==> config.mk <==
export PLATFORM = sky130hd
export DESIGN_NAME = edh_out_fifo
export DESIGN_NICKNAME = d
export VERILOG_FILES = /design/src/edh_pkg.sv /design/src/edh_out_fifo.sv
export SDC_FILE = /design/constraint.sdc
export NUM_CORES = 1
export LEC_CHECK = 0
export ABC_AREA = 0
export BUFFER_PORTS_ARGS = -buffer_cell sky130_fd_sc_hd__buf_4
export CORE_MARGIN = 5
export CORE_UTILIZATION = 55
export DETAILED_ROUTE_END_ITERATION = 16
export MAX_ROUTING_LAYER = met4
export PLACE_DENSITY = 0.89
export RECOVER_POWER = 25
export SYNTH_ARGS = -nofsm -noshare
export SYNTH_HDL_FRONTEND = slang
export SYNTH_SLANG_ARGS = --single-unit
==> constraint.sdc <==
create_clock -name clock -period 2.8 [get_ports clock]
set_input_delay 0.42 -clock clock [delete_from_list [all_inputs] [get_ports clock]]
set_output_delay 0.42 -clock clock [all_outputs]
set_load 0.01 [all_outputs]
==> src/edh_pkg.sv <==
// Shared types, constants and arithmetic helpers for the halftone block.
`timescale 1ns / 1ps

package edh_pkg;

   localparam int ERR_W       = 12;
   localparam int PIXEL_W     = 8;
   localparam int WIDTH_REG_W = 11;
   localparam int ROW_W       = 16;
   localparam int CSR_DATA_W  = 16;

   typedef logic signed [ERR_W-1:0] err_type;
   typedef logic signed [ERR_W:0]   err_sum_type;
   typedef logic [PIXEL_W-1:0]      pixel_type;
   typedef logic [ROW_W-1:0]        row_type;

   localparam err_type ERR_MAX = 12'h7FF;
   localparam err_type ERR_MIN = 12'h800;

   localparam int THRESHOLD   = 128;
   localparam int WHITE_LEVEL = 255;
   localparam pixel_type PIXEL_WHITE = 8'd255;
   localparam pixel_type PIXEL_BLACK = 8'd0;

   localparam logic [2:0] W_RIGHT      = 3'd7;
   localparam logic [2:0] W_DOWN_LEFT  = 3'd3;
   localparam logic [2:0] W_DOWN       = 3'd5;
   localparam logic [2:0] W_DOWN_RIGHT = 3'd1;
   localparam int SHARE_SHIFT = 4;

   localparam int RESET_WIDTH  = 1024;
   localparam int RESET_HEIGHT = 1024;

   localparam int RSP_DEPTH = 3;
   typedef logic [1:0] rsp_ptr_type;
   typedef logic [1:0] rsp_count_type;

   typedef struct packed {
      pixel_type out_pixel;
      logic      end_of_row;
      logic      end_of_frame;
   } rsp_type;

   typedef enum logic {
      CSR_IMAGE_WIDTH  = 1'b0,
      CSR_IMAGE_HEIGHT = 1'b1
   } csr_index_type;

   function automatic err_type sat_err(input err_sum_type v);
      if (v > err_sum_type'(ERR_MAX)) begin
         return ERR_MAX;
      end else if (v < err_sum_type'(ERR_MIN)) begin
         return ERR_MIN;
      end
      return err_type'(v);
   endfunction

   // d * k / 16, truncated toward zero
   function automatic err_type err_share(input err_type d, input logic [2:0] k);
      logic signed [15:0] p;
      p = $signed({{4{d[ERR_W-1]}}, d}) * $signed({13'd0, k});
      if (p < 0) begin
         p = p + 16'sd15;
      end
      return err_type'(p >>> SHARE_SHIFT);
   endfunction

endpackage

==> src/edh_out_fifo.sv <==
// Three-entry result queue between the error stage and the response port.
`timescale 1ns / 1ps

module edh_out_fifo (
   input  logic                   clock,
   input  logic                   reset,
   input  logic                   push,
   input  edh_pkg::rsp_type       push_data,
   input  logic                   pop,
   output logic                   out_valid,
   output edh_pkg::rsp_type       out_data,
   output edh_pkg::rsp_count_type count
);
   import edh_pkg::*;

   localparam rsp_ptr_type PTR_LAST = rsp_ptr_type'(RSP_DEPTH - 1);

   rsp_type       entry_ff [RSP_DEPTH];
   rsp_ptr_type   wr_ptr_ff, wr_ptr_in;
   rsp_ptr_type   rd_ptr_ff, rd_ptr_in;
   rsp_count_type count_ff, count_in;

   function automatic rsp_ptr_type next_ptr(input rsp_ptr_type p);
      return (p == PTR_LAST) ? '0 : p + 2'd1;
   endfunction

   always_comb begin
      wr_ptr_in = push ? next_ptr(wr_ptr_ff) : wr_ptr_ff;
      rd_ptr_in = pop ? next_ptr(rd_ptr_ff) : rd_ptr_ff;
      count_in  = count_ff + rsp_count_type'(push) - rsp_count_type'(pop);
   end

   always_ff @(posedge clock) begin
      if (reset) begin
         wr_ptr_ff <= '0;
         rd_ptr_ff <= '0;
         count_ff  <= '0;
      end else begin
         wr_ptr_ff <= wr_ptr_in;
         rd_ptr_ff <= rd_ptr_in;
         count_ff  <= count_in;
      end
   end

   always_ff @(posedge clock) begin
      if (push) begin
         entry_ff[wr_ptr_ff] <= push_data;
      end
   end

   assign out_valid = (count_ff != '0);
   assign out_data  = entry_ff[rd_ptr_ff];
   assign count     = count_ff;

endmodule

[Word level (Yosys, flattened, before mapping)]
Memory sizes are Yosys's and may differ from the RTL's. A register that Yosys moved wholly into a read port is not among the register bits.
Cells that the tools add are included.
Storage, ports and cells
  register bits: 6
  bits in writable memories: 30
  output and inout port bits: 13
  logic and storage cells: 17
  memories: 1
Operators by class
  add/sub/neg operators: 4
  equal/unequal tests: 2
  multiplexer cells: 6
  reduce and logical (&&, ||, !) cells: 1
Memory list
  entry_ff: depth 3, bits a word 10, read ports 1, clocked after Yosys merged registers in 1, wr ports 1, line edh_out_fifo.sv:18  | rsp_type entry_ff [RSP_DEPTH];
Operators by type and width (number)
  2-bit 2-to-1 mux: 4
  2-bit by 1-bit adder with 2-bit output, second input constant: 2
  2-bit == test, second input constant: 2
  2-bit by 1-bit adder with 2-bit output: 1
  1-bit 2-to-1 mux: 2
  2-bit nonzero test: 1
  2-bit by 1-bit subtractor with 2-bit output: 1

[Depth between registers and ports, before layout]
  depth in word-level cells: 4
  mapped depth: 6
  depth with buffers taken out: 6

[Worst setup path before layout]
OpenSTA, ideal clock, no wires.
  kind: input port to flip-flop
  start: input push
  end: memory entry_ff[0][0] (netlist name), enable pin
  setup time: 0.377 ns
  data arrival time: 0.927 ns
  required time: 2.423 ns
  slack: 1.496 ns
  cell stages on the path: 1
  buffers on the path: 0
  cell sequence: nor3b_2
Between the ends
  word-level cells in the longest chain between the ends: 2
Ends and longest elaborated chain
  start, declared: line edh_out_fifo.sv:7  | input logic push,
  1-bit 2-to-1 mux: line edh_out_fifo.sv:46  | if (push) begin
  1-bit 2-to-1 mux (not written as such): line edh_out_fifo.sv:47  | entry_ff[wr_ptr_ff] <= push_data;
  end, declared: line edh_out_fifo.sv:18
No other way between the ends.

==> impl_metrics.csv <==
group,metric,value,unit
run_status,status,"complete, no violations",
worst_setup_path,critPathTopFamily,"flip-flops",
worst_setup_path,crit_chain,"mux2i_1 > o21ai_1 > buf_4",
cts,cts_buffers,5,
cts,clk_path_buf_depth,2,
layout,finalNonFillerCells,155,
worst_setup_path,cp_num_buf_inv,1,
logic_synthesis,yosysTopAreaCell,"edfxtp_1",
worst_setup_path,timing.rr.end,"entry_ff[2][2]$_DFFE_PP_",
floorplan,start_util,0.578,
logic_synthesis,async_reset_ff_frac,0,
grt,overflow,0,
sta,slew_viol_final,0,
placed_design,hpwl,1640,um
layout,nFillCells,199,
sta,finalCriticalPeriod,2000,ps
floorplan,core,0.00248,mm^2
layout,n_antenna_cell,0,
worst_setup_path,rrSetupSlack,1280,ps
logic_synthesis,syn-cell-area,0.00143,mm^2
logic_synthesis,synth_cell_type_count,19,
cts,post_cts_buffers,0,
logic_synthesis,syn_inst,94,
layout,nets,140,
logic_synthesis,synth_area_leaders,"edfxtp_1 63%, dfxtp_1 11%, mux2i_1 7.0%",
worst_setup_path,cp.arrival,1580,ps
power,p_leak,0.630,nW
layout,final_cell_mix,"30 x edfxtp_1, 18 x buf_4, 11 x nand2_1",
min_path,min_path_type,"in2reg",
logic_synthesis,yosysSeqAreaShare,0.741,
detailed_routing,routedWlPerCell,14.4,um
grt,antenna_found_initial,0,
detailed_routing,drt_iter0_markers,21,
cts,cts_tree,"built",
sta,setup_violations,0,
placed_design,dp_worst_setup_slack,1040,ps
cts,clock_sinks,38,
sta,fmax,501,MHz
cts,root_buffer,"clkbuf_4",
sta,setup_slack,804,ps
sta,hold_slack,289,ps
floorplan,rows,18,
min_path,whs_endpoint,"entry_ff[2][0]$_DFFE_PP_",
grt,grt_use_total,0.144,
cts,htreeDepth,2,
floorplan,die_y,61.0,um
grt,grt_pass1_vias,844,
min_path,hp-start,"push_data[0]",
worst_setup_path,startpoint_type,"register",
min_path,hold_depth,1,
cts,clkSlewWorstSetupHoldPaths,100,ps
worst_setup_path,worstPathRequired,2380,ps
logic_synthesis,yosys_most_used_dff,"edfxtp_1",
cts,insertion_delay,320,ps
detailed_routing,drt-pass1-iter-count,4,
power,p_per_area,652,mW/mm^2
cts,post_cts_resized,0,
cts,cts_hold_buf,0,
sta,timing.final.crit_share,0.713,
worst_setup_path,critPathMaxStageDelay,700,ps
worst_setup_path,cp-end-kind,"output port",
detailed_routing,vias,809,
worst_setup_path,cpMaxStageDelayCell,"dfxtp_1",
worst_setup_path,path_max_fanout,10,
logic_synthesis,syn-num-nets,110,
logic_synthesis,synth_edf_count,30,
logic_synthesis,yosys_register_bits,38,
floorplan,io_pins,27,
detailed_routing,via_per_inst,5.22,
placed_design,dp_cells,147,
logic_synthesis,synth.avg_cell_area,15.2,um^2
worst_setup_path,reg2reg_from,"wr_ptr_ff[1]$_SDFFE_PP0P_",
placed_design,place_congestion,0.700,
sta,clock_skew,5.30,ps
sta,worstMarginPinSlew,920,ps
grt,grt_start_max_net_pins,21,
logic_synthesis,ys_warn_count,0,
layout,layout_commonest_cell,"edfxtp_1",
sta,setup_tns,0,ps
detailed_routing,postRouteAntennaNets,0,
layout,syn2layout_area_growth,18.4,%
detailed_routing,totalWireLength,2230,um
detailed_routing,drc,0,
floorplan,dieArea,0.00373,mm^2
sta,rsz0062_at_grt,"no",
run,max_cap_viol_count,0,
layout,drive_gt1_frac,0.232,
logic_synthesis,synth_top_area_frac,0.629,
worst_setup_path,ff2ff_path_depth,2,
floorplan,die_w,61.0,um
worst_setup_path,criticalPathCategory,"reg2out",
sta,max_slew_margin,0.385,
power,ir_drop,0.524,mV
sta,hold_viol_final,0,
grt,grt_pass1_wl,3570,um
placed_design,port_buffers,26,
state kept, by name (all words and copies together), names as in the netlist, named ones only:
| signal | flops |
|---|---|
| count | 2 |
| entry_ff | 30 |
| rd_ptr_ff | 2 |
| wr_ptr_ff | 2 |
per-layer routing:
layer | share of wire | vias to the layer above | global-route usage | routed length [um]
li1 | - | 401 | - | -
met1 | 0.38 | 372 | 0.150 | 842
met2 | 0.52 | 27 | 0.236 | 1170
met3 | 0.062 | 9 | 0.0440 | 139
met4 | 0.034 | 0 | 0.0929 | 76
met5 | 0 | - | - | 0
final cells by class:
type,count,area [um^2],area share
clock inverter,1,3.75,0.00221
tap,30,37.5,0.0221
inverter,3,11.3,0.00664
multi-input combinational,50,345,0.204
sequential,38,1060,0.625
timing repair buffer,26,173,0.102
clock buffer,7,65.1,0.0383
kinds of logic after synthesis:
group           after synthesis  share of synthesized area
simple gates                 23                     0.0856
buf+inv                       6                     0.0183
xor+xnor                      1                     0.0157
flops                        38                      0.741
fa+ha+maj                     2                     0.0175
compound gates               14                     0.0524
mux                          10                     0.0699
report_power, final:
group | leakage, nW | internal (mW) | switching, mW
logic | 0.248 | 0.0810 | 0.0633
clock network | 0.0390 | 0.144 | 0.155
registers | 0.343 | 0.641 | 0.0212
worst max path at each step:
stage,endpoint,slack [ps],depth (start not counted)
5_1_grt,out_data[6],710,3
4_1_cts,out_data[9],770,3
3_5_place_dp,entry_ff[2][3]$_DFFE_PP_,1040,3
2_1_floorplan,entry_ff[0][0]$_DFFE_PP_,1500,1
6_report,out_data[9],800,3
3_3_place_gp,entry_ff[2][8]$_DFFE_PP_,1150,3
through the flow:
step	util	power, mW	area, um^2
finish	0.685	1.11	1700
global route	0.685	1.17	1700
CTS	0.694	1.12	1720
detailed placement	0.666	0.827	1650
global placement	0.666	0.818	1650
floorplan	-	0.749	1430
cell usage after synthesis, types with 2 or more instances:
cell type	n
a21oi_1	3
clkbuf_1	2
dfxtp_1	8
edfxtp_1	30
ha_1	2
inv_1	3
mux2i_1	10
nand2_1	11
nand2b_1	3
nand3b_1	2
nor2_1	2
nor2b_1	2
o21ai_1	10
Power figures use the tool's default switching activity.
